`src/hdl/pdct_pkg.sv`:
```
// Shared types, codes and constants of the pointer delta cursor tracker.
package pdct_pkg;

  localparam int ACC_BITS_DEF = 24;
  localparam int CFG_IDX_W    = 1;
  localparam int SIZE_W       = 15;
  localparam int DELTA_W      = 16;
  localparam int BTN_W        = 8;
  localparam int Q8_W         = 26;

  localparam logic [SIZE_W-1:0] SIZE_MAX_PX       = 15'd16384;
  localparam logic [SIZE_W-1:0] RST_SCREEN_WIDTH  = 15'd1920;
  localparam logic [SIZE_W-1:0] RST_SCREEN_HEIGHT = 15'd1080;

  localparam logic [CFG_IDX_W-1:0] REG_SCREEN_WIDTH  = 1'd0;
  localparam logic [CFG_IDX_W-1:0] REG_SCREEN_HEIGHT = 1'd1;

  typedef enum logic [1:0] {
    CMD_PUSH    = 2'd0,
    CMD_CONSUME = 2'd1,
    CMD_CLEAR   = 2'd2
  } cmd_t;

  typedef enum logic [1:0] {
    OWN_NONE = 2'd0,
    OWN_SRC0 = 2'd1,
    OWN_SRC1 = 2'd2
  } owner_t;

  typedef struct packed {
    cmd_t                       cmd;
    logic                       src_id;
    logic signed [DELTA_W-1:0]  delta_x;
    logic signed [DELTA_W-1:0]  delta_y;
    logic signed [DELTA_W-1:0]  wheel_delta;
    logic [BTN_W-1:0]           button_mask;
  } item_t;

  typedef struct packed {
    logic [SIZE_W-1:0] x_half;
    logic [SIZE_W-1:0] y_half;
    logic              left_held;
    logic              left_pressed;
    logic              left_released;
  } cursor_t;

  // floor(32 * r / 15) for a remainder r of a division by 15
  function automatic logic [4:0] wheel_frac(input logic [3:0] r);
    logic [4:0] f;
    unique case (r)
      4'd0:    f = 5'd0;
      4'd1:    f = 5'd2;
      4'd2:    f = 5'd4;
      4'd3:    f = 5'd6;
      4'd4:    f = 5'd8;
      4'd5:    f = 5'd10;
      4'd6:    f = 5'd12;
      4'd7:    f = 5'd14;
      4'd8:    f = 5'd17;
      4'd9:    f = 5'd19;
      4'd10:   f = 5'd21;
      4'd11:   f = 5'd23;
      4'd12:   f = 5'd25;
      4'd13:   f = 5'd27;
      4'd14:   f = 5'd29;
      default: f = 5'd0;
    endcase
    return f;
  endfunction

endpackage

```
`src/hdl/pointer_delta_cursor_tracker.sv`:
```
// Top level of the pointer delta cursor tracker: ports, configuration, input register.
//
// Input words arrive on s_tvalid/s_tready; tuser carries the command (push,
// consume, clear) and the source id, tdata the motion, wheel and buttons.
// Pushes from the owning source add into saturating accumulators; a consume
// moves the half-pixel cursor, clamps it to the screen and emits one word on
// m_tvalid/m_tready. Push, clear and unused codes emit nothing.
// Screen size registers are written on cfg_valid/cfg_ready (always ready);
// write them only while no word is in flight.
// Throughput: one input word per cycle while consumes are not held back. Each word
// is handled out of the input register; a consume's result then passes the
// wheel multiply and the wheel remainder stage before it shows on m_tvalid.
// A stalled receiver holds the output register; pushes and clears keep
// flowing until a consume finds the three result stages full, then that
// consume waits in the input register and holds s_tready low.
// Reset clears ownership, accumulators, cursor and all valid flags, and sets
// the screen to 1920 x 1080.
module pointer_delta_cursor_tracker #(
  parameter int ACC_BITS = pdct_pkg::ACC_BITS_DEF
) (
  input  logic                              clk,
  input  logic                              rst,
  input  logic                              s_tvalid,
  output logic                              s_tready,
  // delta_x[15:0], delta_y[31:16], wheel_delta[47:32], button_mask[55:48]
  input  logic [55:0]                       s_tdata,
  // cmd[1:0], src_id[2]
  input  logic [2:0]                        s_tuser,
  output logic                              m_tvalid,
  input  logic                              m_tready,
  // cursor_x_half[14:0], cursor_y_half[29:15], left_held[30], left_pressed[31],
  // left_released[32], wheel_steps_q8[58:33], zero[63:59]
  output logic [63:0]                       m_tdata,
  input  logic                              cfg_valid,
  output logic                              cfg_ready,
  input  logic [pdct_pkg::CFG_IDX_W-1:0]    cfg_index,
  input  logic [pdct_pkg::SIZE_W-1:0]       cfg_data
);

  logic [pdct_pkg::SIZE_W-1:0]       screen_width, screen_height;
  logic                              item_valid;
  pdct_pkg::item_t                   item;
  logic                              item_done;
  logic                              snap_valid;
  pdct_pkg::cursor_t                 snap;
  logic signed [ACC_BITS-1:0]        snap_wheel;
  logic                              div_ready;
  pdct_pkg::cursor_t                 out_info;
  logic signed [pdct_pkg::Q8_W-1:0]  out_q8;

  assign cfg_ready = 1'b1;
  assign s_tready  = !item_valid || item_done;

  always_ff @(posedge clk) begin
    if (rst) begin
      screen_width  <= pdct_pkg::RST_SCREEN_WIDTH;
      screen_height <= pdct_pkg::RST_SCREEN_HEIGHT;
    end else if (cfg_valid) begin
      unique case (cfg_index)
        pdct_pkg::REG_SCREEN_WIDTH:  screen_width  <= cfg_data;
        pdct_pkg::REG_SCREEN_HEIGHT: screen_height <= cfg_data;
        default: begin
        end
      endcase
    end
  end

  always_ff @(posedge clk) begin
    if (rst) begin
      item_valid <= 1'b0;
    end else if (s_tready) begin
      item_valid <= s_tvalid;
    end
  end

  always_ff @(posedge clk) begin
    if (s_tready) begin
      item.cmd         <= pdct_pkg::cmd_t'(s_tuser[1:0]);
      item.src_id      <= s_tuser[2];
      item.delta_x     <= s_tdata[15:0];
      item.delta_y     <= s_tdata[31:16];
      item.wheel_delta <= s_tdata[47:32];
      item.button_mask <= s_tdata[55:48];
    end
  end

  pdct_tracker #(
    .ACC_BITS (ACC_BITS)
  ) u_tracker (
    .clk           (clk),
    .rst           (rst),
    .item_valid    (item_valid),
    .item          (item),
    .screen_width  (screen_width),
    .screen_height (screen_height),
    .div_ready     (div_ready),
    .item_done     (item_done),
    .snap_valid    (snap_valid),
    .snap          (snap),
    .snap_wheel    (snap_wheel)
  );

  pdct_wheel_div #(
    .ACC_BITS (ACC_BITS)
  ) u_wheel_div (
    .clk       (clk),
    .rst       (rst),
    .in_valid  (snap_valid),
    .in_ready  (div_ready),
    .in_info   (snap),
    .in_wheel  (snap_wheel),
    .out_valid (m_tvalid),
    .out_ready (m_tready),
    .out_info  (out_info),
    .out_q8    (out_q8)
  );

  assign m_tdata = {5'b0, out_q8, out_info.left_released, out_info.left_pressed,
                    out_info.left_held, out_info.y_half, out_info.x_half};

`ifndef SYNTHESIS
  a_ready_when_empty: assert property (@(posedge clk) disable iff (rst)
    !item_valid |-> s_tready)
    else $error("input register empty but not ready");

  a_push_never_stalls: assert property (@(posedge clk) disable iff (rst)
    (item_valid && item.cmd == pdct_pkg::CMD_PUSH) |-> item_done)
    else $error("push held behind the result path");

  a_cursor_in_range: assert property (@(posedge clk) disable iff (rst)
    m_tvalid |-> (m_tdata[14:0] != 15'h7FFF && m_tdata[29:15] != 15'h7FFF))
    else $error("cursor beyond clamp range");

  a_edges_exclusive: assert property (@(posedge clk) disable iff (rst)
    m_tvalid |-> !(m_tdata[31] && m_tdata[32]))
    else $error("press and release in one word");
`endif

endmodule

```
`src/hdl/pdct_tracker.sv`:
```
// Ownership, saturating accumulators and cursor move for one word per cycle while div_ready takes consumes.
module pdct_tracker #(
  parameter int ACC_BITS = pdct_pkg::ACC_BITS_DEF
) (
  input  logic                                  clk,
  input  logic                                  rst,
  input  logic                                  item_valid,
  input  pdct_pkg::item_t                       item,
  input  logic [pdct_pkg::SIZE_W-1:0]           screen_width,
  input  logic [pdct_pkg::SIZE_W-1:0]           screen_height,
  input  logic                                  div_ready,
  output logic                                  item_done,
  output logic                                  snap_valid,
  output pdct_pkg::cursor_t                     snap,
  output logic signed [ACC_BITS-1:0]            snap_wheel
);

  localparam logic [ACC_BITS-1:0] ACC_HI = {1'b0, {(ACC_BITS-1){1'b1}}};
  localparam logic [ACC_BITS-1:0] ACC_LO = {1'b1, {(ACC_BITS-1){1'b0}}};

  pdct_pkg::owner_t                  owner, owner_next;
  logic [pdct_pkg::BTN_W-1:0]        latched_buttons, latched_buttons_next;
  logic signed [ACC_BITS-1:0]        acc_dx, acc_dx_next;
  logic signed [ACC_BITS-1:0]        acc_dy, acc_dy_next;
  logic signed [ACC_BITS-1:0]        acc_wheel, acc_wheel_next;
  logic                              seeded, seeded_next;
  logic                              prev_left, prev_left_next;
  logic [pdct_pkg::SIZE_W-1:0]       pos_x_half, pos_x_half_next;
  logic [pdct_pkg::SIZE_W-1:0]       pos_y_half, pos_y_half_next;

  logic [pdct_pkg::SIZE_W-1:0]       w_eff, h_eff, w_m1, h_m1, lim_x, lim_y;
  logic [pdct_pkg::SIZE_W-1:0]       new_x, new_y;
  logic                              left;
  logic                              carries, take;
  pdct_pkg::owner_t                  src_code;

  function automatic logic signed [ACC_BITS-1:0] sat_add(
    input logic signed [ACC_BITS-1:0]         a,
    input logic signed [pdct_pkg::DELTA_W-1:0] d
  );
    logic signed [ACC_BITS:0] s;
    s = (ACC_BITS+1)'(a) + (ACC_BITS+1)'(d);
    if (s[ACC_BITS] != s[ACC_BITS-1]) begin
      return s[ACC_BITS] ? ACC_LO : ACC_HI;
    end
    return s[ACC_BITS-1:0];
  endfunction

  function automatic logic [pdct_pkg::SIZE_W-1:0] move_axis(
    input logic [pdct_pkg::SIZE_W-1:0] base,
    input logic signed [ACC_BITS-1:0]  acc,
    input logic [pdct_pkg::SIZE_W-1:0] limit
  );
    logic signed [ACC_BITS+1:0] b_s, a_s, l_s, v;
    b_s = $signed((ACC_BITS+2)'(base));
    a_s = $signed({acc[ACC_BITS-1], acc, 1'b0});
    l_s = $signed((ACC_BITS+2)'(limit));
    v   = b_s + a_s;
    if (v < 0) begin
      return '0;
    end
    if (v > l_s) begin
      return limit;
    end
    return v[pdct_pkg::SIZE_W-1:0];
  endfunction

  // A zero size acts as one pixel, anything past the maximum as the maximum.
  always_comb begin
    if (screen_width == '0) begin
      w_eff = pdct_pkg::SIZE_W'(1);
    end else if (screen_width > pdct_pkg::SIZE_MAX_PX) begin
      w_eff = pdct_pkg::SIZE_MAX_PX;
    end else begin
      w_eff = screen_width;
    end
    if (screen_height == '0) begin
      h_eff = pdct_pkg::SIZE_W'(1);
    end else if (screen_height > pdct_pkg::SIZE_MAX_PX) begin
      h_eff = pdct_pkg::SIZE_MAX_PX;
    end else begin
      h_eff = screen_height;
    end
    w_m1  = w_eff - pdct_pkg::SIZE_W'(1);
    h_m1  = h_eff - pdct_pkg::SIZE_W'(1);
    lim_x = {w_m1[pdct_pkg::SIZE_W-2:0], 1'b0};
    lim_y = {h_m1[pdct_pkg::SIZE_W-2:0], 1'b0};
  end

  // Unseeded cursor starts at the center and drops motion gathered so far.
  always_comb begin
    new_x = move_axis(seeded ? pos_x_half : w_eff, seeded ? acc_dx : '0, lim_x);
    new_y = move_axis(seeded ? pos_y_half : h_eff, seeded ? acc_dy : '0, lim_y);
    left  = latched_buttons[0];
    snap.x_half        = new_x;
    snap.y_half        = new_y;
    snap.left_held     = left;
    snap.left_pressed  = left && !prev_left;
    snap.left_released = !left && prev_left;
    snap_wheel         = acc_wheel;
  end

  always_comb begin
    carries  = (item.delta_x != '0) || (item.delta_y != '0) ||
               (item.wheel_delta != '0) || (item.button_mask != '0);
    src_code = item.src_id ? pdct_pkg::OWN_SRC1 : pdct_pkg::OWN_SRC0;
    take     = (owner == pdct_pkg::OWN_NONE) ? carries : (owner == src_code);
  end

  always_comb begin
    owner_next           = owner;
    latched_buttons_next = latched_buttons;
    acc_dx_next          = acc_dx;
    acc_dy_next          = acc_dy;
    acc_wheel_next       = acc_wheel;
    seeded_next          = seeded;
    prev_left_next       = prev_left;
    pos_x_half_next      = pos_x_half;
    pos_y_half_next      = pos_y_half;
    item_done  = item_valid && ((item.cmd != pdct_pkg::CMD_CONSUME) || div_ready);
    snap_valid = 1'b0;
    if (item_done) begin
      unique case (item.cmd)
        pdct_pkg::CMD_PUSH: begin
          if (owner == pdct_pkg::OWN_NONE && carries) begin
            owner_next = src_code;
          end
          if (take) begin
            latched_buttons_next = item.button_mask;
            acc_dx_next          = sat_add(acc_dx, item.delta_x);
            acc_dy_next          = sat_add(acc_dy, item.delta_y);
            acc_wheel_next       = sat_add(acc_wheel, item.wheel_delta);
          end
        end
        pdct_pkg::CMD_CONSUME: begin
          snap_valid      = 1'b1;
          seeded_next     = 1'b1;
          pos_x_half_next = new_x;
          pos_y_half_next = new_y;
          acc_dx_next     = '0;
          acc_dy_next     = '0;
          acc_wheel_next  = '0;
          prev_left_next  = left;
        end
        pdct_pkg::CMD_CLEAR: begin
          owner_next           = pdct_pkg::OWN_NONE;
          latched_buttons_next = '0;
          acc_dx_next          = '0;
          acc_dy_next          = '0;
          acc_wheel_next       = '0;
          seeded_next          = 1'b0;
          prev_left_next       = 1'b0;
          pos_x_half_next      = '0;
          pos_y_half_next      = '0;
        end
        default: begin
        end
      endcase
    end
  end

  always_ff @(posedge clk) begin
    if (rst) begin
      owner           <= pdct_pkg::OWN_NONE;
      latched_buttons <= '0;
      acc_dx          <= '0;
      acc_dy          <= '0;
      acc_wheel       <= '0;
      seeded          <= 1'b0;
      prev_left       <= 1'b0;
      pos_x_half      <= '0;
      pos_y_half      <= '0;
    end else begin
      owner           <= owner_next;
      latched_buttons <= latched_buttons_next;
      acc_dx          <= acc_dx_next;
      acc_dy          <= acc_dy_next;
      acc_wheel       <= acc_wheel_next;
      seeded          <= seeded_next;
      prev_left       <= prev_left_next;
      pos_x_half      <= pos_x_half_next;
      pos_y_half      <= pos_y_half_next;
    end
  end

endmodule

```
`src/hdl/pdct_wheel_div.sv`:
```
// Wheel scaling by 256/120 in three stages, carrying the cursor word to the output register.
module pdct_wheel_div #(
  parameter int ACC_BITS = pdct_pkg::ACC_BITS_DEF
) (
  input  logic                                  clk,
  input  logic                                  rst,
  input  logic                                  in_valid,
  output logic                                  in_ready,
  input  pdct_pkg::cursor_t                     in_info,
  input  logic signed [ACC_BITS-1:0]            in_wheel,
  output logic                                  out_valid,
  input  logic                                  out_ready,
  output pdct_pkg::cursor_t                     out_info,
  output logic signed [pdct_pkg::Q8_W-1:0]      out_q8
);

  // floor(m / 15) = (m * RECIP) >> SHIFT, exact for every ACC_BITS-bit m
  localparam int               SHIFT   = ACC_BITS + 4;
  localparam longint unsigned  RECIP_L = ((64'd1 << SHIFT) + 64'd14) / 64'd15;
  localparam logic [ACC_BITS:0] RECIP  = (ACC_BITS+1)'(RECIP_L);
  localparam int               PROD_W  = 2 * ACC_BITS + 1;
  localparam int               QD_W    = PROD_W - SHIFT;
  localparam int               WQ      = (ACC_BITS + 3 > pdct_pkg::Q8_W) ?
                                         ACC_BITS + 3 : pdct_pkg::Q8_W;

  logic                    a_valid, b_valid;
  pdct_pkg::cursor_t       a_info, b_info;
  logic [ACC_BITS-1:0]     a_mag, b_mag;
  logic                    a_neg, b_neg;
  logic [PROD_W-1:0]       b_prod;
  logic                    free_a, free_b, free_o;

  logic [ACC_BITS-1:0]     in_mag;
  logic [QD_W-1:0]         qd;
  logic [ACC_BITS-1:0]     rem_full;
  logic [ACC_BITS+1:0]     q_mag;
  logic signed [WQ-1:0]    q_s;

  assign free_o   = !out_valid || out_ready;
  assign free_b   = !b_valid || free_o;
  assign free_a   = !a_valid || free_b;
  assign in_ready = free_a;

  always_comb begin
    in_mag   = in_wheel[ACC_BITS-1] ? ACC_BITS'(-in_wheel) : in_wheel;
    qd       = b_prod[PROD_W-1:SHIFT];
    rem_full = b_mag - ACC_BITS'({qd, 4'b0}) + ACC_BITS'(qd);
    q_mag    = (ACC_BITS+2)'({qd, 5'b0}) + (ACC_BITS+2)'(pdct_pkg::wheel_frac(rem_full[3:0]));
    q_s      = $signed(WQ'(q_mag));
    if (b_neg) begin
      q_s = -q_s;
    end
  end

  always_ff @(posedge clk) begin
    if (rst) begin
      a_valid   <= 1'b0;
      b_valid   <= 1'b0;
      out_valid <= 1'b0;
    end else begin
      if (free_a) begin
        a_valid <= in_valid;
      end
      if (free_b) begin
        b_valid <= a_valid;
      end
      if (free_o) begin
        out_valid <= b_valid;
      end
    end
  end

  always_ff @(posedge clk) begin
    if (free_a) begin
      a_info <= in_info;
      a_mag  <= in_mag;
      a_neg  <= in_wheel[ACC_BITS-1];
    end
    if (free_b) begin
      b_info <= a_info;
      b_mag  <= a_mag;
      b_neg  <= a_neg;
      b_prod <= PROD_W'(a_mag) * PROD_W'(RECIP);
    end
    if (free_o) begin
      out_info <= b_info;
      out_q8   <= q_s[pdct_pkg::Q8_W-1:0];
    end
  end

endmodule
```
`config.mk`:
```
export PLATFORM = sky130hd
export DESIGN_NAME = pointer_delta_cursor_tracker
export DESIGN_NICKNAME = d
export VERILOG_FILES = /design/src/hdl/pdct_pkg.sv /design/src/hdl/pointer_delta_cursor_tracker.sv /design/src/hdl/pdct_tracker.sv /design/src/hdl/pdct_wheel_div.sv
export SDC_FILE = /design/constraint.sdc
export NUM_CORES = 1
export LEC_CHECK = 0
export BUFFER_PORTS_ARGS = -buffer_cell sky130_fd_sc_hd__buf_2
export CAP_MARGIN = 20
export CORE_UTILIZATION = 63
export CTS_CLUSTER_DIAMETER = 120
export DETAILED_ROUTE_END_ITERATION = 10
export PLACE_DENSITY_LB_ADDON = 0.08
export REMOVE_ABC_BUFFERS = 1
export SYNTH_ARGS = -nofsm -noshare
export SYNTH_HDL_FRONTEND = slang
export SYNTH_SLANG_ARGS = --single-unit
```
`constraint.sdc`:
```
create_clock -name clk -period 8.51 [get_ports clk]
set_clock_uncertainty 0.1 [all_clocks]
set_input_delay 0.4255 -clock clk [delete_from_list [all_inputs] [get_ports clk]]
set_output_delay 0.4255 -clock clk [all_outputs]
set_load 0.01 [all_outputs]
```
### Word level (Yosys, flattened, before mapping)

Memories as Yosys holds them, arrays and structs flattened.
Cells that the tools add are included.

* register bits: 403
* memory bits (read-only): 80
* bits of input ports: 80
* output and inout bits: 67
* memories kept: 1

Memory list
* (name not given): words 16, width 5, read ports 1, clocked after Yosys merged registers in 0, write ports 0, RTL line pdct_pkg.sv:50 `unique case (r)`

* add/sub/neg operators: 12
* $mul: 1
* order comparisons: 6
* equal/unequal tests: 9
* mux-type cells: 63
* bitwise logic cells: 1
* reduce and logical (&&, ||, !) cells: 36

Operators by type and width (count)
* $mux W24: 14
* $mux W15: 14
* $pmux W24 S2: 3
* $add A24 B16 Y25: 3
* $pmux W15 S2: 2
* $add A16 B25 Y26: 2
* $gt A26 B16 Y1: 2
* $lt A26 B1 Y1 const B: 2
* $mul A24 B24 Y48 const B: 1
* $reduce_bool A16 Y1: 3
* $gt A15 B15 Y1 const B: 2
* $logic_not A15 Y1: 2
* $sub A14 B1 Y14 const B: 2
* $add A26 B5 Y26: 1
* $mux W26: 1
* $neg A26 Y26: 1
* $neg A24 Y24: 1
* $mux W23: 1
* $mux W1: 22
* $reduce_and A3 Y1: 3
* $logic_or A1 B1 Y1: 8
* $reduce_bool A8 Y1: 1
* $logic_not A1 Y1: 6
* $ne A2 B1 Y1 const B: 3
* 15 further kinds: 28

### Logic depth before layout (Yosys ltp)

* depth in word-level cells: 11
* depth in mapped cells: 28
* depth with buffers taken out: 24

### Modules after synthesis

From an unflattened synthesis, not the netlist that was laid out.

* cell total of the unflattened synthesis: 2767
* area total of the unflattened synthesis: 27104.7 um2

By module, submodules not included
* pdct_wheel_div: times used 1, cells an instance 948, area an instance 12234.2 um2, seq. area each 5345.1 um2
* pdct_tracker: times used 1, cells an instance 1626, area an instance 11735.0 um2, seq. area each 2142.1 um2
* pointer_delta_cursor_tracker: times used 1, cells an instance 193, area an instance 3135.5 um2, seq. area each 2392.3 um2

### Least setup slack after synthesis

Ideal clock, no wire load.

* kind: register to register
* start point: register u_wheel_div.a_mag[5]
* end point: register u_wheel_div.b_prod[48] (data pin)
* setup time: 0.158 ns
* arrival: 5.953 ns
* data required time: 8.252 ns
* path slack: 2.299 ns
* cell stages (with the launch flop): 20
* buffers on the path: 0
* clock period less this slack: 6.211 ns
* cell sequence: edfxtp_1 > ha_1 > inv_1 > fa_1 > fa_1 > inv_1 > fa_1 > fa_1 > fa_1 > ha_1 > and4_1 > a2111oi_0 > o21ai_0 > a31oi_1 > o21ai_1 > a211oi_2 > a21oi_1 > o41ai_2 > or4b_1 > o211ai_1

* cells in the longest elaborated chain, start to end: 1

Ends and longest elaborated chain
* start: declaration: RTL line pdct_wheel_div.sv:28 `logic [ACC_BITS-1:0] a_mag, b_mag;`
* start signal: assignment: RTL line pdct_wheel_div.sv:76 `a_mag <= in_mag;`
* $mul A24 B24 Y48: RTL line pdct_wheel_div.sv:83 `b_prod <= PROD_W'(a_mag) * PROD_W'(RECIP);`
* end signal: assignment: RTL line pdct_wheel_div.sv:83
* end: declaration: RTL line pdct_wheel_div.sv:30 `logic [PROD_W-1:0] b_prod;`

Every way passes these cells.
A chain may end at the register's enable or synchronous reset.

==> metrics.cfg <==
[drt]
drt-total-wl_um = 66200
route.detailed.drc = 0
drtPass1Iterations = 6
vias_per_cell = 6.01
ant_nets = 0
initialDrtViolationCount = 1589
dr_total_vias = 20900
wire_per_inst_um = 19.0

[layout]
fin_area_um2 = 30200
area_growth_pct = 13.2
layout-drive-gt1-share_pct = 9.49
n_fill_cell = 3073
seqCellArea_um2 = 9880
fin_nets = 3421
layout_commonest_cell = ha_1
multi_input_area_um2 = 15800
layout.cells.most_common_list = ha_1, nand2_1, edfxtp_1

[floorplanning]
fp.coreArea_um2 = 41900
start_util_pct = 63.8
die_h_um = 208
pin_count = 147
dieArea_um2 = 43200
rows = 75
die_w_um = 208

[global_route]
grt_max_degree = 60
antenna_found_initial = 0
grt_pass1_vias = 20200
grt_pass1_wl_um = 105000
grt_usage_pct = 30.5
grt_overflow = 0

[power_and_ir_drop]
clkPwrFrac_pct = 36.4
power_switching_w = 0.00164
swShare_pct = 29.5
comb_power_share_pct = 21.4
power_w = 0.00557
power.density_nw_per_um2 = 184
p_int_w = 0.00392
vdd_ir_drop_max_uv = 197
p_leak_nw = 14.2
power_frac_seq_pct = 42.2

[timing]
grt_setup_unrepaired = false
layout_setup_ws_ns = 1.47
fin_crit_sh_pct = 82.7
maxSlewHeadroom_pct = 32.8
clock.fmax_mhz = 142
setup_viol = 0
tightest_slew_ns = 1.01
slew_viol_final = 0
finalHoldViolations = 0
setup_tns_ns = 0
fin_crit_ns = 7.04

[logic_synthesis]
ys_async_sr_fraction_pct = 0
syn_inst = 2707
yosys_warnings = 0
synth_edf_count = 235
ys.flop_type = edfxtp_1
synth-seq-area-share_pct = 37.0
syn_area_um2 = 26700
ys_ff_latch = 376
ys_types = 89
syn_avg_cell_area_um2 = 9.87

[worst_setup_path]
path_max_fanout = 15
crit_family = simple AND/OR/NAND/NOR gates
ff2ff_path_depth = 24
crit_arrival_ns = 7.34
critPathMaxStageDelay_ns = 0.78
worst_path_max_delay_cell = nor3_2
end_kind = flip-flop
worstSetupPathDepth = 24
crit_path_start_kind = flip-flop
crit_buf_inv = 0
crit_path_cell_trace = or4_1 > nor3_1 > nand3_1 > o31ai_2 > nand2_1 > o21ai_0 > ha_1 > o21ai_1 > o21ai_1 > a2111oi_2 > nor3_2 > o21ai_0 > nor2b_1 > xnor2_1 > ha_1 > nand3_1 > nor2_1 > nand3_1 > a221oi_1 > a2111oi_0 > o21ai_1 > nor3_2 > nand2_1 > a211oi_1
worst_ep_required_time_ns = 8.82
crit_type = flip-flop to flip-flop

[placed_design]
port_buffers = 140
detailed_place.area_um2 = 27900
gp_congestion = 0.982
post-place-ws_ns = 1.61
dp.final_hpwl_um = 49500

[job]
drv_cap = 0

[worst_hold_path]
hold_class = primary input to flip-flop
hold_depth = 4

[clocking]
post_cts_resized = 0
cts_tree = yes
numCtsBuffers = 42
clkSinkCount = 376
clk_pin_slew_ns = 0.07
cts_root_buffer = clkbuf_16
htree_levels = 2
postCtsSetupRepairBufs = 0
clockBufferDepth = 3
clk_latency_ns = 0.59

[outcome]
status = finished clean

## cells in the mapped netlist (6+ instances only)
library cell,number,share of area (%)
o21a_1,20,0.56
inv_1,192,2.7
a211oi_1,20,0.56
a31oi_1,19,0.45
nor2_1,185,2.6
o31ai_1,31,0.87
or3_1,20,0.47
a211o_1,8,0.26
a2111oi_0,7,0.23
dfxtp_1,141,11
clkbuf_1,51,0.72
buf_2,10,0.19
nor2b_1,21,0.49
a221o_1,9,0.34
fa_1,82,6.1
o41ai_1,9,0.30
o31a_1,6,0.20
o22ai_1,7,0.16
mux2_2,8,0.34
nor3_1,68,1.3
ha_1,352,16
and3_1,18,0.42
edfxtp_1,235,26
a22o_1,11,0.36
nand2_1,269,3.8
or2_2,10,0.23
buf_4,7,0.20
nand2b_1,36,0.84
nand3b_1,14,0.39
xnor2_1,105,3.4
o21bai_1,14,0.39
mux2i_1,6,0.22
nand3_1,38,0.71
a21boi_0,13,0.37
or4_1,7,0.20
a21o_1,54,1.5
and2_1,43,1.0
o21ai_1,14,0.26
nor4_1,24,0.56
maj3_1,23,0.86
nand4_1,19,0.45
xor2_1,47,1.5
o21ai_0,183,3.4
a21oi_1,151,2.8
## repair_timing
| item | CTS | global route |
|---|---|---|
| hold buffers | 75 | 0 |
| endpoints found under the hold margin | 83 | 0 |
| setup endpoints to repair | 0 | 0 |
## state kept, by name (all words and copies together), names as in the netlist, 2 cells and up
| register | flops |
|---|---|
| item | 59 |
| u_wheel_div.a_info | 33 |
| u_wheel_div.b_info | 33 |
| u_wheel_div.out_info | 33 |
| u_wheel_div.out_q8 | 26 |
| u_tracker.acc_dx | 24 |
| u_tracker.acc_dy | 24 |
| u_tracker.snap_wheel | 24 |
| u_wheel_div.a_mag | 24 |
| u_wheel_div.b_prod | 21 |
| screen_height | 15 |
| screen_width | 15 |
| u_tracker.pos_x_half | 15 |
| u_tracker.pos_y_half | 15 |
| u_wheel_div.b_mag | 4 |
| u_tracker.owner | 2 |
## path summary, 6_finish.rpt
kind | start | to | slack, ns
hold / removal | m_tready | u_wheel_div.out_valid$_SDFFE_PP0P_ | 0.17
hold reg to reg | u_wheel_div.b_info[29]$_DFFE_PP_ | u_wheel_div.out_info[29]$_DFFE_PP_ | 0.32
setup / recovery | screen_height[3]$_SDFFE_PP1P_ | u_wheel_div.a_info[7]$_DFFE_PP_ | 1.47
setup reg to reg | screen_height[3]$_SDFFE_PP1P_ | u_wheel_div.a_info[7]$_DFFE_PP_ | 1.47
## per-stage QoR
| step | util, % | hold WS [ns] | instances |
|---|---|---|---|
| floorplan | - | 0.300 | 2633 |
| global placement | 66.6 | 0.302 | 3326 |
| detailed placement | 66.6 | 0.305 | 3326 |
| CTS | 72.2 | 0.128 | 3479 |
| global route | 72.2 | 0.213 | 3480 |
| finish | 72.2 | 0.175 | 3481 |
## cells by family (layout without fill, tap and decap cells)
kind of cell               after synthesis  after routing  share of synthesized area [%]
xor gates and xnor gates               152            152                           4.98
buffers and inverters                  270            500                           4.03
other                                    2              7                         0.0281
adders and majority gates              457            457                           23.5
muxes                                   19             19                          0.843
and+or+nand+nor                        796            796                           14.2
AOI/OAI and AO/OA                      635            635                           15.4
DFF                                    376            376                           37.0
## layer usage
layer	track usage (%)	part of all wire, %
met3	3.35	5.5
met5	0	0
met4	10.1	3.0
met1	42.3	45
met2	50.0	46
## worst reg2reg max path, delay by kind of cell (launching register included)
family | cells | cell delay (ns)
flops | 1 | 0.37
xor+xnor | 1 | 0.21
simple gates | 11 | 2.94
fa+ha+maj | 2 | 0.63
compound gates | 10 | 2.60
## power by group through the flow
stage / combinational [W] / sequential [W] / clock (W)
6_report: 0.00119 / 0.00235 / 0.00203
5_1_grt: 0.00133 / 0.00237 / 0.00212
4_1_cts: 0.00118 / 0.00235 / 0.00205
3_5_place_dp: 0.00114 / 0.00238 / 0
3_3_place_gp: 0.00111 / 0.00238 / 0
2_1_floorplan: 0.000772 / 0.00237 / 0
## cell type report
cell class              instances  share of cell area, %
multi-input cells            2065                   52.3
diodes                          1                0.00828
clock buffers                  48                   3.62
well taps                     539                   2.23
inverters                     192                   2.38
repair buffers                230                   5.17
flip-flops and latches        376                   32.7
clock inverters                30                   1.59
No activity file was read; power rests on OpenSTA's default activity.
